## src/llei_pkg.sv

```systemverilog
// Shared types and constants for the link-loss engine immobiliser.
`timescale 1ns / 1ps

package llei_pkg;

	// Field widths
	localparam int OP_W     = 3;
	localparam int RPM_W    = 16;
	localparam int MS_W     = 16;
	localparam int TMO_W    = 8;
	localparam int MODE_W   = 2;
	localparam int REM_W    = 18;
	localparam int SEC_W    = 8;
	localparam int CFG_IDX_W = 1;
	localparam int CFG_DAT_W = 16;

	// Stream payload widths, whole bytes
	localparam int IN_DAT_W  = 40;
	localparam int OUT_DAT_W = 16;

	// Event codes
	localparam logic [OP_W-1:0] OP_TICK       = 3'd0;
	localparam logic [OP_W-1:0] OP_SET_EN     = 3'd1;
	localparam logic [OP_W-1:0] OP_CONNECT    = 3'd2;
	localparam logic [OP_W-1:0] OP_DISCONNECT = 3'd3;
	localparam logic [OP_W-1:0] OP_ACK        = 3'd4;

	// Reported mode codes
	localparam logic [MODE_W-1:0] MODE_IDLE      = 2'd0;
	localparam logic [MODE_W-1:0] MODE_COUNTDOWN = 2'd1;
	localparam logic [MODE_W-1:0] MODE_KILLED    = 2'd2;

	// Configuration register indexes
	localparam logic [CFG_IDX_W-1:0] CFG_MIN_RPM   = 1'b0;
	localparam logic [CFG_IDX_W-1:0] CFG_TIMEOUT_S = 1'b1;

	localparam logic [RPM_W-1:0] MIN_RPM_RST   = 16'd500;
	localparam logic [TMO_W-1:0] TIMEOUT_S_RST = 8'd30;

	localparam logic [9:0] MS_PER_S = 10'd1000;
	localparam int unsigned REM_MAX = 255 * 1000;

	// floor(x / 1000) = (x * RECIP) >> RECIP_SH, exact for x below 2**18
	localparam int RECIP_SH = 28;
	localparam int RECIP_W  = 19;
	localparam logic [RECIP_W-1:0] RECIP = 19'd268436;
	localparam int PROD_W   = REM_W + RECIP_W;

	typedef struct packed {
		logic [MS_W-1:0]  elapsed_ms;
		logic [RPM_W-1:0] rpm;
		logic             enable_value;
		logic [OP_W-1:0]  op;
	} item_t;

	typedef struct packed {
		logic [REM_W-1:0]  rem_ms;
		logic              link_up;
		logic              is_enabled;
		logic [MODE_W-1:0] mode;
	} stat_t;

	typedef struct packed {
		logic [SEC_W-1:0]  seconds_left;
		logic              link_up;
		logic              is_enabled;
		logic [MODE_W-1:0] mode;
	} res_t;

endpackage

```

## src/link_loss_engine_immobilizer_core.sv

```systemverilog
// Top level of the link-loss engine immobiliser.
`timescale 1ns / 1ps

// Link-loss immobiliser: each request on the slave stream is one event (tick
// with rpm and elapsed milliseconds, set enable, link connect, link disconnect
// or unlock acknowledge) and yields exactly one result on the master stream
// with the mode (idle, countdown, killed), the enable and link flags and the
// whole seconds left in a countdown. One request is taken every clock cycle
// unless a master-side stall fills the registers; each result passes three
// registers in order: an input register, the state update (two compares and
// one 18-bit subtraction against the held state) and a result register that
// divides by 1000 through a reciprocal multiply. A stall on the master side
// back-pressures stage by stage, so the input still takes a request while a
// finished result waits.
// Write min_rpm (index 0) and timeout_s (index 1) only while no request is
// in flight; they reset to 500 rpm and 30 s.
module link_loss_engine_immobilizer_core import llei_pkg::*; (
	input  logic                 clk,
	input  logic                 arst_n,
	input  logic                 s_axis_tvalid,
	output logic                 s_axis_tready,
	// op[2:0], enable_value[3], rpm[19:4], elapsed_ms[35:20], zero fill
	input  logic [IN_DAT_W-1:0]  s_axis_tdata,
	output logic                 m_axis_tvalid,
	input  logic                 m_axis_tready,
	// mode[1:0], is_enabled[2], link_up[3], seconds_left[11:4], zero fill
	output logic [OUT_DAT_W-1:0] m_axis_tdata,
	input  logic                 cfg_we,
	input  logic [CFG_IDX_W-1:0] cfg_index,
	input  logic [CFG_DAT_W-1:0] cfg_wdata
);

	logic  vld_s1, vld_s2, vld_s3;
	item_t item_s1;
	logic  adv_s3, adv_s2, fire;
	stat_t stat;
	res_t  res;

	// stage advances when it is empty or its contents move on
	assign adv_s3        = !vld_s3 || m_axis_tready;
	assign adv_s2        = !vld_s2 || adv_s3;
	assign fire          = vld_s1 && adv_s2;
	assign s_axis_tready = !vld_s1 || adv_s2;

	// input register: hold the request until the state update takes it
	always_ff @(posedge clk) begin
		if (s_axis_tvalid && s_axis_tready) begin
			item_s1 <= item_t'(s_axis_tdata[$bits(item_t)-1:0]);
		end
	end

	// valid chain: stage 2 payload is the state itself, held until sampled
	always_ff @(posedge clk or negedge arst_n) begin
		if (!arst_n) begin
			vld_s1 <= 1'b0;
			vld_s2 <= 1'b0;
			vld_s3 <= 1'b0;
		end else begin
			if (s_axis_tready) begin
				vld_s1 <= s_axis_tvalid;
			end
			if (adv_s2) begin
				vld_s2 <= vld_s1;
			end
			if (adv_s3) begin
				vld_s3 <= vld_s2;
			end
		end
	end

	llei_fsm u_fsm (
		.clk       (clk),
		.arst_n    (arst_n),
		.fire      (fire),
		.item      (item_s1),
		.cfg_we    (cfg_we),
		.cfg_index (cfg_index),
		.cfg_wdata (cfg_wdata),
		.stat      (stat)
	);

	// sample the state into the result register as stage 2 drains
	llei_sec u_sec (
		.clk  (clk),
		.load (vld_s2 && adv_s3),
		.stat (stat),
		.res  (res)
	);

	assign m_axis_tvalid = vld_s3;
	assign m_axis_tdata  = {{(OUT_DAT_W-$bits(res_t)){1'b0}}, res};

	// every applied event leaves a pending result in stage 2
	a_event_lands: assert property (@(posedge clk) disable iff (!arst_n)
		fire |=> vld_s2)
		else $error("applied event has no pending result");

	// seconds are reported only during a countdown
	a_secs_zero: assert property (@(posedge clk) disable iff (!arst_n)
		(m_axis_tvalid && (res.mode != MODE_COUNTDOWN)) |-> (res.seconds_left == '0))
		else $error("seconds reported outside countdown");

	// a stalled result is not overwritten
	a_res_hold: assert property (@(posedge clk) disable iff (!arst_n)
		(m_axis_tvalid && !m_axis_tready) |=> $stable(res))
		else $error("stalled result changed");

endmodule

```

## src/llei_fsm.sv

```systemverilog
// Immobiliser state machine and configuration registers.
`timescale 1ns / 1ps

module llei_fsm import llei_pkg::*; (
	input  logic                 clk,
	input  logic                 arst_n,
	input  logic                 fire,
	input  item_t                item,
	input  logic                 cfg_we,
	input  logic [CFG_IDX_W-1:0] cfg_index,
	input  logic [CFG_DAT_W-1:0] cfg_wdata,
	output stat_t                stat
);

	typedef enum logic [MODE_W-1:0] {
		ST_IDLE      = MODE_IDLE,
		ST_COUNTDOWN = MODE_COUNTDOWN,
		ST_KILLED    = MODE_KILLED
	} state_t;

	state_t             st_q, st_d;
	logic               en_q, en_d;
	logic               link_q, link_d;
	logic [REM_W-1:0]   rem_q, rem_d;
	logic [RPM_W-1:0]   min_rpm_q;
	logic [TMO_W-1:0]   timeout_s_q;
	logic               running;
	logic [REM_W-1:0]   load_ms;
	logic [REM_W-1:0]   dt;

	assign running = item.rpm >= min_rpm_q;
	assign load_ms = {{(REM_W-TMO_W){1'b0}}, timeout_s_q}
		* {{(REM_W-10){1'b0}}, MS_PER_S};
	assign dt      = {{(REM_W-MS_W){1'b0}}, item.elapsed_ms};

	always_comb begin
		st_d   = st_q;
		en_d   = en_q;
		link_d = link_q;
		rem_d  = rem_q;
		unique case (item.op)
			OP_TICK: begin
				if (en_q) begin
					if (st_q == ST_IDLE) begin
						if (!link_q && running) begin
							st_d  = ST_COUNTDOWN;
							rem_d = load_ms;
						end
					end else if (st_q == ST_COUNTDOWN) begin
						if (link_q) begin
							st_d = ST_IDLE;
						end else if (rem_q > dt) begin
							rem_d = rem_q - dt;
						end else begin
							rem_d = '0;
							st_d  = ST_KILLED;
						end
					end
				end
			end
			OP_SET_EN: begin
				en_d = item.enable_value;
				if (!item.enable_value && st_q == ST_COUNTDOWN) begin
					st_d = ST_IDLE;
				end
			end
			OP_CONNECT: begin
				link_d = 1'b1;
				if (st_q == ST_COUNTDOWN) begin
					st_d = ST_IDLE;
				end
			end
			OP_DISCONNECT: begin
				link_d = 1'b0;
			end
			OP_ACK: begin
				if (st_q == ST_KILLED && link_q) begin
					st_d = ST_IDLE;
				end
			end
			default: begin
			end
		endcase
	end

	always_ff @(posedge clk or negedge arst_n) begin
		if (!arst_n) begin
			st_q   <= ST_IDLE;
			en_q   <= 1'b0;
			link_q <= 1'b0;
			rem_q  <= '0;
		end else if (fire) begin
			st_q   <= st_d;
			en_q   <= en_d;
			link_q <= link_d;
			rem_q  <= rem_d;
		end
	end

	always_ff @(posedge clk or negedge arst_n) begin
		if (!arst_n) begin
			min_rpm_q   <= MIN_RPM_RST;
			timeout_s_q <= TIMEOUT_S_RST;
		end else if (cfg_we) begin
			if (cfg_index == CFG_MIN_RPM) begin
				min_rpm_q <= cfg_wdata;
			end else if (cfg_index == CFG_TIMEOUT_S) begin
				timeout_s_q <= cfg_wdata[TMO_W-1:0];
			end
		end
	end

	assign stat.mode       = st_q;
	assign stat.is_enabled = en_q;
	assign stat.link_up    = link_q;
	assign stat.rem_ms     = rem_q;

	// state moves only when an event is applied
	a_state_holds: assert property (@(posedge clk) disable iff (!arst_n)
		!fire |=> ($stable(st_q) && $stable(rem_q) && $stable(en_q) && $stable(link_q)))
		else $error("immobiliser state changed without an event");

	// countdown never holds more than the longest timeout
	a_rem_bound: assert property (@(posedge clk) disable iff (!arst_n)
		(st_q == ST_COUNTDOWN) |-> (rem_q <= REM_W'(REM_MAX)))
		else $error("countdown exceeds the longest timeout");

endmodule

```

## src/llei_sec.sv

```systemverilog
// Result register: converts the remaining milliseconds to whole seconds.
`timescale 1ns / 1ps

module llei_sec import llei_pkg::*; (
	input  logic  clk,
	input  logic  load,
	input  stat_t stat,
	output res_t  res
);

	logic [PROD_W-1:0] prod;
	res_t              res_s3;

	assign prod = {{(PROD_W-REM_W){1'b0}}, stat.rem_ms}
		* {{(PROD_W-RECIP_W){1'b0}}, RECIP};

	always_ff @(posedge clk) begin
		if (load) begin
			res_s3.mode       <= stat.mode;
			res_s3.is_enabled <= stat.is_enabled;
			res_s3.link_up    <= stat.link_up;
			res_s3.seconds_left <= (stat.mode == MODE_COUNTDOWN)
				? prod[RECIP_SH +: SEC_W] : '0;
		end
	end

	assign res = res_s3;

endmodule

```

## config.mk

```make
export PLATFORM = sky130hd
export DESIGN_NAME = link_loss_engine_immobilizer_core
export DESIGN_NICKNAME = d
export VERILOG_FILES = /design/src/llei_pkg.sv /design/src/link_loss_engine_immobilizer_core.sv /design/src/llei_fsm.sv /design/src/llei_sec.sv
export SDC_FILE = /design/constraint.sdc
export NUM_CORES = 1
export LEC_CHECK = 0
export BUFFER_PORTS_ARGS = -buffer_cell sky130_fd_sc_hd__buf_4
export CAP_MARGIN = 20
export CORE_MARGIN = 5
export CORE_UTILIZATION = 55
export DETAILED_ROUTE_END_ITERATION = 8
export PLACE_DENSITY = 0.77
export SKIP_CTS_REPAIR_TIMING = 1
export SYNTH_ARGS = -nofsm -noshare
export SYNTH_HDL_FRONTEND = slang
export SYNTH_SLANG_ARGS = --single-unit
```

## constraint.sdc

```tcl
create_clock -name clk -period 12.3 [get_ports clk]
set_input_delay 2.46 -clock clk [delete_from_list [all_inputs] [get_ports clk]]
set_output_delay 2.46 -clock clk [all_outputs]
set_load 0.03 [all_outputs]
```

==> results.sh, run 1 <==
export IMPL_slowest_stage="a211oi_1"
export IMPL_synthCells=995
export IMPL_end_kind="flop"
export IMPL_placed_cell_area_um2=10800
export IMPL_nets=1414
export IMPL_area_delta_synth_final_pct=10.63
export IMPL_max_cap_viol_count=0
export IMPL_grt_pass1_wl_um=34420
export IMPL_start_util=0.5588
export IMPL_outcome="complete, no violations"
export IMPL_clock_skew_ns=0.008573
export IMPL_combPwrFrac=0.745
export IMPL_power_density_nw_per_um2=272.3
export IMPL_ys_ff_latch=97
export IMPL_min_period_over_period=0.4607
export IMPL_fin_crit_ns=5.667
export IMPL_p_clk_frac=0.092
export IMPL_dp_hpwl_um=16420
export IMPL_intPower_uw=1517
export IMPL_io_buffers=71
export IMPL_insertion_delay_ns=0.35
export IMPL_routed_wl_um=20220
export IMPL_max_freq_ghz=0.1765
export IMPL_die_area_um2=21050
export IMPL_p_sw_uw=1506
export IMPL_utilization=0.6182
export IMPL_drt_iter0_markers=327
export IMPL_cts_root_buf="clkbuf_16"
export IMPL_tns_ns=0
export IMPL_finalInstanceArea_um2=11100
export IMPL_path_cells="ha_1 > ha_1 > inv_1 > fa_1 > inv_1 > ha_1 > fa_1 > inv_1 > fa_1 > inv_1 > ha_1 > a21oi_1 > o21ai_0 > a211oi_1 > a21oi_2 > o2111ai_1 > nand2_1 > a211oi_2"
export IMPL_setup_viol=0
export IMPL_async_flop_share=0.5052
export IMPL_vias_per_cell=5.535
export IMPL_cp_required_ns=12.48
export IMPL_core_um2=17960
export IMPL_whs_ns=0.4921
export IMPL_io_pin_count=80
export IMPL_drtPass1Iterations=5
export IMPL_tritoncts="done"
export IMPL_numCtsBuffers=9
export IMPL_grt_antenna_before_repair=0
export IMPL_cp_arrival_ns=5.85
export IMPL_drc=0
export IMPL_syn_area_per_cell_um2=10.09
export IMPL_grt_max_degree=50
export IMPL_grt_pass1_vias=7215
export IMPL_synthesis_area_um2=10040
export IMPL_cts_sinks=97
export IMPL_tightest_slew_ns=0.9096
export IMPL_die_w_um=145.1
export IMPL_start_kind="flop"
export IMPL_seq_power_share=0.164
export IMPL_drv_slew=0
export IMPL_dieHeight_um=145.1
export IMPL_stdcell_count=1302
export IMPL_relSlewSlack=0.3853
export IMPL_route_vias_total=7207
export IMPL_crit_type="flop to flop"
export IMPL_power_leakage_uw=0.005864
export IMPL_hold_viol=0
export IMPL_synth_edf_count=48
export IMPL_slowest_delay_ns=0.61
export IMPL_rsz0062_at_grt="no"
export IMPL_finalWeightedCongestion=0.8636
export IMPL_p_sw_frac=0.4982
export IMPL_drive_above_1_share=0.1128
export IMPL_ant_nets=0
export IMPL_wire_per_inst_um=15.53
export IMPL_ir_worst_vdd_uv=210.4
export IMPL_synth_cell_types=66
export IMPL_num_antenna_cells=0
export IMPL_grt_ovfl_total=0
export IMPL_grt_usage=0.1950
export IMPL_hold_class="flop to flop"
export IMPL_synthFlopType="edfxtp_1"
export IMPL_clockBufferDepth=2
export IMPL_path_max_fanout=8
export IMPL_cts_max_level=3
export IMPL_fp_row_count=49
export IMPL_synth_warnings=0
export IMPL_cts_reportedPaths_clkPinSlew_ns=0.07
export IMPL_dp_cells=1285
export IMPL_synth_seq_area_share=0.2670
-- flip-flops by register name (all words and copies together) (netlist names) --
signal,flops
item_s1,36
u_fsm.rem_q,18
u_fsm.min_rpm_q,16
u_sec.res,12
u_fsm.timeout_s_q,8
u_fsm.st_q,2
m_axis_tvalid,1
u_fsm.en_q,1
u_fsm.link_q,1
vld_s1,1
vld_s2,1
-- placed cells by master (no fill, tap or decap), types with 9 or more instances in the layout --
| master | synthesis | layout |
|---|---|---|
| ha_1 | 215 | 215 |
| inv_1 | 185 | 185 |
| nand2_1 | 74 | 74 |
| buf_4 | 6 | 74 |
| fa_1 | 69 | 69 |
| o21ai_0 | 50 | 50 |
| edfxtp_1 | 48 | 48 |
| a21oi_1 | 42 | 42 |
| dfrtp_1 | 39 | 39 |
| nor2_1 | 33 | 33 |
| a21o_1 | 17 | 17 |
| xnor2_1 | 16 | 16 |
| nand3_1 | 13 | 13 |
| mux2_2 | 11 | 11 |
| a211oi_1 | 10 | 10 |
| dfstp_2 | 10 | 10 |
| nand4_1 | 9 | 9 |
| clkbuf_16 | 0 | 9 |
-- per-stage QoR --
stage | total power (µW) | worst slack [ns]
2_1_floorplan | 2228 | 6.944
3_3_place_gp | 2669 | 6.749
3_5_place_dp | 2745 | 6.704
4_1_cts | 3049 | 6.680
5_1_grt | 3416 | 6.353
6_report | 3023 | 6.633
-- cell families (layout without fill, tap and decap cells) --
kind of cell / count (synthesis) / in the layout / synth area share
AOI/OAI and AO/OA: 187 / 187 / 0.1213
xor gates and xnor gates: 24 / 24 / 0.02094
adders and majority gates: 284 / 284 / 0.4056
buffers and inverters: 201 / 276 / 0.07878
DFF: 97 / 97 / 0.2670
muxes: 12 / 12 / 0.01334
other: 1 / 4 / 0.0003736
and+or+nand+nor: 189 / 189 / 0.09262
-- layout make-up --
type | instances | area, µm²
clock buffer | 10 | 229.0
clock inverter | 6 | 62.56
fill | 1466 | 6859
inverter | 185 | 694.4
multi-input combinational | 700 | 6581
sequential | 97 | 2680
tap | 229 | 286.5
timing repair buffer | 75 | 570.5
-- critical path: cells and delay by family (launching register included) --
family	cells	cell delay, ns
buf+inv	4	0.20
flops	1	0.54
simple gates	1	0.14
compound gates	6	1.87
fa+ha+maj	7	2.71
-- per-layer routing --
layer / up-vias / wire length [µm] / global-route usage
met5: - / 0 / 0
met4: 0 / 304 / 0.04478
met3: 27 / 878 / 0.03305
met2: 159 / 9721 / 0.3240
met1: 3440 / 9316 / 0.2691
li1: 3581 / - / -
-- power groups by stage --
| stage | Clock (µW) | Sequential [µW] | Combinational (µW) |
|---|---|---|---|
| finish | 278 | 494 | 2250 |
| CTS | 283 | 495 | 2270 |
| floorplan | 0 | 478 | 1750 |
| global route | 293 | 502 | 2620 |
| global placement | 0 | 499 | 2170 |
| detailed placement | 0 | 501 | 2240 |
-- worst paths after layout --
check / from / end / slack (ns) / cells after the start
setup / recovery: u_fsm.rem_q[4]$_DFFE_PN0P_ / u_sec.res[10]$_SDFFCE_PN0P_ / 6.63 / 18
hold / removal: vld_s1$_DFFE_PN0N_ / vld_s2$_DFFE_PN0P_ / 0.49 / 1
setup reg to reg: u_fsm.rem_q[4]$_DFFE_PN0P_ / u_sec.res[10]$_SDFFCE_PN0P_ / 6.63 / 18
hold reg to reg: vld_s1$_DFFE_PN0N_ / vld_s2$_DFFE_PN0P_ / 0.49 / 1
max in group asynchronous: arst_n / u_fsm.min_rpm_q[11]$_DFFE_PN0P_ / 9.73 / 1
min in group asynchronous: arst_n / m_axis_tvalid$_DFFE_PN0P_ / 2.15 / 1
-- synthesized netlist by cell type, types with 8 or more instances --
cell      number  share of area
o21a_1         8         0.0060
nor2_1        33          0.012
ha_1         215           0.27
fa_1          69           0.14
dfstp_2       10          0.026
dfrtp_1       39          0.097
a21o_1        17          0.013
mux2_2        11          0.012
xnor2_1       16          0.014
nand2b_1       8         0.0050
a22oi_1        8         0.0060
nand2_1       74          0.028
edfxtp_1      48           0.14
xor2_1         8         0.0070
nand3_1       13         0.0065
nor2b_1        8         0.0050
nor3_1         8         0.0040
o21ai_0       50          0.025
a21oi_1       42          0.021
a211oi_1      10         0.0075
nand4_1        9         0.0056
inv_1        185          0.069
(Power assumes the default switching activity.)
==> run 2: changes to the inputs <==
PLACE_DENSITY = 0.8   (was 0.77)
clock period = 4.57 ns   (was 12.3 ns; I/O delays follow)
==> run 2 against run 1 <==
Net effect: the flow now finishes with violations (setup timing); non-clock buffer count up 85; final area up 12%; setup slack worse by 6.9 ns; critical path depth increased by 2; clock-buffer cell count unchanged; flip-flop and latch count stayed put; first-iteration DRC count increased by 23%; clock skew grew 0.0012 ns; worst hold slack gained 0.0083 ns; via count is 8.3% higher; sequential share of layout area down 2.4 points.
==> results.sh, run 2 (synthesized netlist as in run 1, its figures left out) <==
export IMPL_relSlewSlack=0.3942
export IMPL_cts_max_level=3
export IMPL_tns_ns=-1.279
export IMPL_worst_path_buf_inv=8
export IMPL_final_cell_mix="178 x ha_1, 164 x inv_1, 153 x buf_4, 73 x nand2_1, 69 x fa_1"
export IMPL_cts_sinks=97
export IMPL_reg2reg_slack_ns=-0.24
export IMPL_grt_max_degree=50
export IMPL_drive_above_1_share=0.2617
export IMPL_worst_slack_ns=-0.2390
export IMPL_crit_path_start="u_fsm.rem_q[9]$_DFFE_PN0P_"
export IMPL_io_pin_count=80
export IMPL_fillers=1239
export IMPL_min_from="u_fsm.en_q$_DFFE_PN0P_"
export IMPL_slowest_delay_ns=0.54
export IMPL_final_common_cell="ha_1"
export IMPL_wire_per_inst_um=17.49
export IMPL_nets=1499
export IMPL_fp_row_count=49
export IMPL_insertion_delay_ns=0.36
export IMPL_tritoncts="done"
export IMPL_core_um2=17960
export IMPL_slowest_stage="fa_1"
export IMPL_tightest_slew_ns=0.9087
export IMPL_rsz0062_at_grt="yes"
export IMPL_placed_cell_area_um2=11420
export IMPL_drt_iter0_markers=403
export IMPL_hold_class="flop to flop"
export IMPL_cp_arrival_ns=4.90
export IMPL_utilization=0.6895
export IMPL_grt_usage=0.2112
export IMPL_violations="setup timing"
export IMPL_dp_hpwl_um=18000
export IMPL_die_w_um=145.1
export IMPL_end_kind="flop"
export IMPL_route_vias_total=7806
export IMPL_max_cap_viol_count=0
export IMPL_die_area_um2=21050
export IMPL_grt_antenna_before_repair=0
export IMPL_clock_skew_ns=0.009799
export IMPL_num_antenna_cells=0
export IMPL_start_util=0.5588
export IMPL_cts_reportedPaths_clkPinSlew_ns=0.08
export IMPL_dieHeight_um=145.1
export IMPL_outcome="finished, violations left"
export IMPL_regMostFlops="item_s1"
export IMPL_drv_slew=0
export IMPL_cp_required_ns=4.67
export IMPL_finalInstanceArea_um2=12390
export IMPL_largest_reg_flops=36
export IMPL_io_buffers=71
export IMPL_clockBufferDepth=2
export IMPL_area_delta_synth_final_pct=23.40
export IMPL_crit_type="flop to flop"
export IMPL_drc=0
export IMPL_hold_viol=0
export IMPL_finalWeightedCongestion=0.8785
export IMPL_r2r_start="u_fsm.rem_q[9]$_DFFE_PN0P_"
export IMPL_vias_per_cell=5.628
export IMPL_grt_pass1_wl_um=37000
export IMPL_top_regs="item_s1 x36, u_fsm.rem_q x18, u_fsm.min_rpm_q x16"
export IMPL_start_kind="flop"
export IMPL_ant_nets=0
export IMPL_routed_wl_um=24250
export IMPL_numCtsBuffers=9
export IMPL_path_cells="buf_6 > buf_4 > ha_1 > ha_1 > ha_1 > fa_1 > inv_1 > fa_1 > inv_1 > ha_2 > a21oi_2 > a211oi_2 > a211oi_2 > buf_4 > a21oi_4 > buf_4 > buf_6 > buf_6 > nor4_4 > nor3b_2"
export IMPL_setup_viol=8
export IMPL_drtPass1Iterations=8
export IMPL_cts_root_buf="clkbuf_16"
export IMPL_path_max_fanout=5
export IMPL_fin_crit_ns=4.809
export IMPL_grt_pass1_vias=7794
export IMPL_min_period_over_period=1.052
export IMPL_crit_family="adder cells"
export IMPL_max_freq_ghz=0.2079
export IMPL_grt_ovfl_total=0
run 2: worst paths after layout:
kind                                                to  cells after the start
setup / recovery            u_sec.res[8]$_SDFFCE_PN0P_                     20
hold / removal                  u_sec.res[2]$_DFFE_PP_                      0
setup reg to reg            u_sec.res[8]$_SDFFCE_PN0P_                     20
hold reg to reg                 u_sec.res[2]$_DFFE_PP_                      0
max in group asynchronous  u_fsm.rem_q[12]$_DFFE_PN0P_                      1
min in group asynchronous    m_axis_tvalid$_DFFE_PN0P_                      1
run 2: stage by stage:
stage / worst slack, ns / std cells / hold WS [ns]
6_report: -0.2390 / 1387 / 0.5004
5_1_grt: -0.3731 / 1387 / 0.5083
4_1_cts: -0.3112 / 1365 / 0.4999
3_5_place_dp: -0.3179 / 1349 / 0.4851
3_3_place_gp: -0.1970 / 1349 / 0.4772
2_1_floorplan: 0.001879 / 998 / 0.4410
run 2: layout make-up:
class                      instances  area (µm²)  area share
clock inverter                     6       62.56    0.005051
clock buffer                      10       229.0     0.01849
timing repair buffer             160        1227     0.09910
inverter                         185       694.4     0.05607
sequential                        97        2698      0.2178
multi-input combinational        700        7188      0.5804
tap                              229       286.5     0.02313
run 2: metal layers:
metal / vias to the layer above / GRT usage / part of all wire
li1: 3740 / - / -
met1: 3705 / 0.2787 / 0.41
met2: 288 / 0.3595 / 0.50
met3: 73 / 0.03461 / 0.062
met4: 0 / 0.06203 / 0.036
met5: - / 0 / 0
Power of run 2 is left out: the tool's default activity adds up to more than one toggle a clock period on the data nets, which glitch-free logic cannot reach.
==> run 3: changes to the inputs <==
CORE_ASPECT_RATIO = 0.5   (was default)
MAX_ROUTING_LAYER = met4   (was default)
==> run 3 against run 2 <==
Net effect: the run still ends with setup timing left; wire length up 7.8%; flip-flop and latch count unchanged; global-route usage up 2.0 points; worst hold slack worse by 0.0059 ns; cell count down 0.87%; first-iteration DRC count up 35%; non-clock buffer count down 17; critical path depth down 1; critical path type unchanged.
==> results.sh, run 3 (synthesized netlist as in run 1, its figures left out) <==
export IMPL_fillers=1181
export IMPL_cts_sinks=97
export IMPL_tritoncts="done"
export IMPL_max_cap_viol_count=0
export IMPL_rsz0062_at_grt="yes"
export IMPL_core_um2=17650
export IMPL_ant_nets=0
export IMPL_grt_antenna_before_repair=0
export IMPL_io_buffers=71
export IMPL_outcome="finished, violations left"
export IMPL_min_period_over_period=1.094
export IMPL_end_kind="flop"
export IMPL_worst_slack_ns=-0.4298
export IMPL_grt_pass1_wl_um=39200
export IMPL_setup_viol=8
export IMPL_cp_arrival_ns=5.21
export IMPL_finalWeightedCongestion=0.9460
export IMPL_r2r_start="u_fsm.rem_q[3]$_DFFE_PN0P_"
export IMPL_routed_wl_um=26150
export IMPL_fp_row_count=34
export IMPL_reg2reg_to="u_sec.res[11]$_SDFFCE_PN0P_"
export IMPL_layout_area_seq_um2=2694
export IMPL_wl_met3_um=1507
export IMPL_io_pin_count=80
export IMPL_numCtsBuffers=9
export IMPL_max_freq_ghz=0.2000
export IMPL_top_regs="item_s1 x36, u_fsm.rem_q x18, u_fsm.min_rpm_q x16"
export IMPL_largest_reg_flops=36
export IMPL_drv_slew=0
export IMPL_nets=1482
export IMPL_drc=0
export IMPL_cts_reportedPaths_clkPinSlew_ns=0.08
export IMPL_reg2reg_slack_ns=-0.43
export IMPL_clockBufferDepth=2
export IMPL_hold_class="flop to flop"
export IMPL_die_area_um2=21220
export IMPL_place_ws_ns=-0.3944
export IMPL_drtPass1Iterations=7
export IMPL_drt_met1_wl_um=10770
export IMPL_crit_type="flop to flop"
export IMPL_clock_skew_ns=0.01499
export IMPL_wl_met2_um=12830
export IMPL_tightest_slew_ns=0.9004
export IMPL_drive_above_1_share=0.2323
export IMPL_vias_per_cell=5.734
export IMPL_grt_max_degree=50
export IMPL_grt_usage=0.2315
export IMPL_grt_pass1_vias=8068
export IMPL_hold_viol=0
export IMPL_route_vias_total=7884
export IMPL_rr_worst_depth=19
export IMPL_top_layer="met4"
export IMPL_cts_max_level=3
export IMPL_dp_hpwl_um=18880
export IMPL_insertion_delay_ns=0.36
export IMPL_final_common_cell="ha_1"
export IMPL_wire_per_inst_um=19.02
export IMPL_violations="setup timing"
export IMPL_regMostFlops="item_s1"
export IMPL_fin_crit_ns=5.000
export IMPL_min_to="u_sec.res[2]$_DFFE_PP_"
export IMPL_min_path_cells=0
export IMPL_start_util=0.5685
export IMPL_grt_ovfl_total=0
export IMPL_num_antenna_cells=0
export IMPL_area_delta_synth_final_pct=20.77
export IMPL_multiInputGateArea_um2=7053
export IMPL_min_from="u_fsm.en_q$_DFFE_PN0P_"
export IMPL_relSlewSlack=0.3998
export IMPL_cts_root_buf="clkbuf_16"
export IMPL_dieHeight_um=105.5
export IMPL_start_kind="flop"
export IMPL_path_max_fanout=4
export IMPL_die_w_um=201.0
export IMPL_tns_ns=-2.370
export IMPL_drt_iter0_markers=545
export IMPL_cp_required_ns=4.78
export IMPL_final_cell_mix="191 x ha_1, 173 x inv_1, 139 x buf_4, 73 x nand2_1, 69 x fa_1"
## run 3: per-layer routing
metal | global-route usage | up-vias
met3 | 0.03529 | 87
met4 | 0.07458 | 0
met5 | - | -
met2 | 0.3954 | 287
li1 | - | 3698
met1 | 0.2863 | 3812
## run 3: how the worst max path moves through the flow
stage                          startpoint                     endpoint  slack, ns
2_1_floorplan  u_fsm.rem_q[6]$_DFFE_PN0P_  u_sec.res[10]$_SDFFCE_PN0P_      0.002
3_3_place_gp   u_fsm.rem_q[6]$_DFFE_PN0P_  u_sec.res[10]$_SDFFCE_PN0P_      -0.25
3_5_place_dp   u_fsm.rem_q[3]$_DFFE_PN0P_  u_sec.res[10]$_SDFFCE_PN0P_      -0.39
4_1_cts        u_fsm.rem_q[3]$_DFFE_PN0P_  u_sec.res[10]$_SDFFCE_PN0P_      -0.38
5_1_grt        u_fsm.rem_q[3]$_DFFE_PN0P_  u_sec.res[11]$_SDFFCE_PN0P_      -0.52
6_report       u_fsm.rem_q[3]$_DFFE_PN0P_  u_sec.res[11]$_SDFFCE_PN0P_      -0.43
## run 3: critical path, stage by stage, from the launching register on
cell       delay (ns)
dfrtp_2          0.47
ha_4             0.29
ha_1             0.14
inv_1            0.06
fa_1             0.52
inv_1            0.09
ha_4             0.27
fa_1             0.54
inv_1            0.07
fa_1             0.56
inv_2            0.05
ha_4             0.27
nand4_1          0.15
a211oi_2         0.26
a211oi_2         0.07
buf_4            0.16
a21oi_4          0.25
o2111ai_2        0.21
a211o_1          0.34
o21ai_1          0.08
## run 3: cell type report
type                    instances  area share
inverters                     185     0.05729
well taps                     234     0.02415
clock inverters                 7    0.005780
repair buffers                143     0.09011
flip-flops and latches         97      0.2222
multi-input cells             700      0.5819
clock buffers                   9     0.01858
## run 3: per-stage QoR
stage,cell area (µm²),std cells,hold slack [ns],utilization
after floorplan,10190,998,0.4410,-
after detailed placement,11360,1345,0.4767,0.6433
after global placement,11360,1345,0.4648,0.6433
final,12120,1375,0.4946,0.6866
after CTS,11650,1361,0.4859,0.6600
after global routing,12120,1375,0.4867,0.6866
Power of run 3 is left out for the same reason.
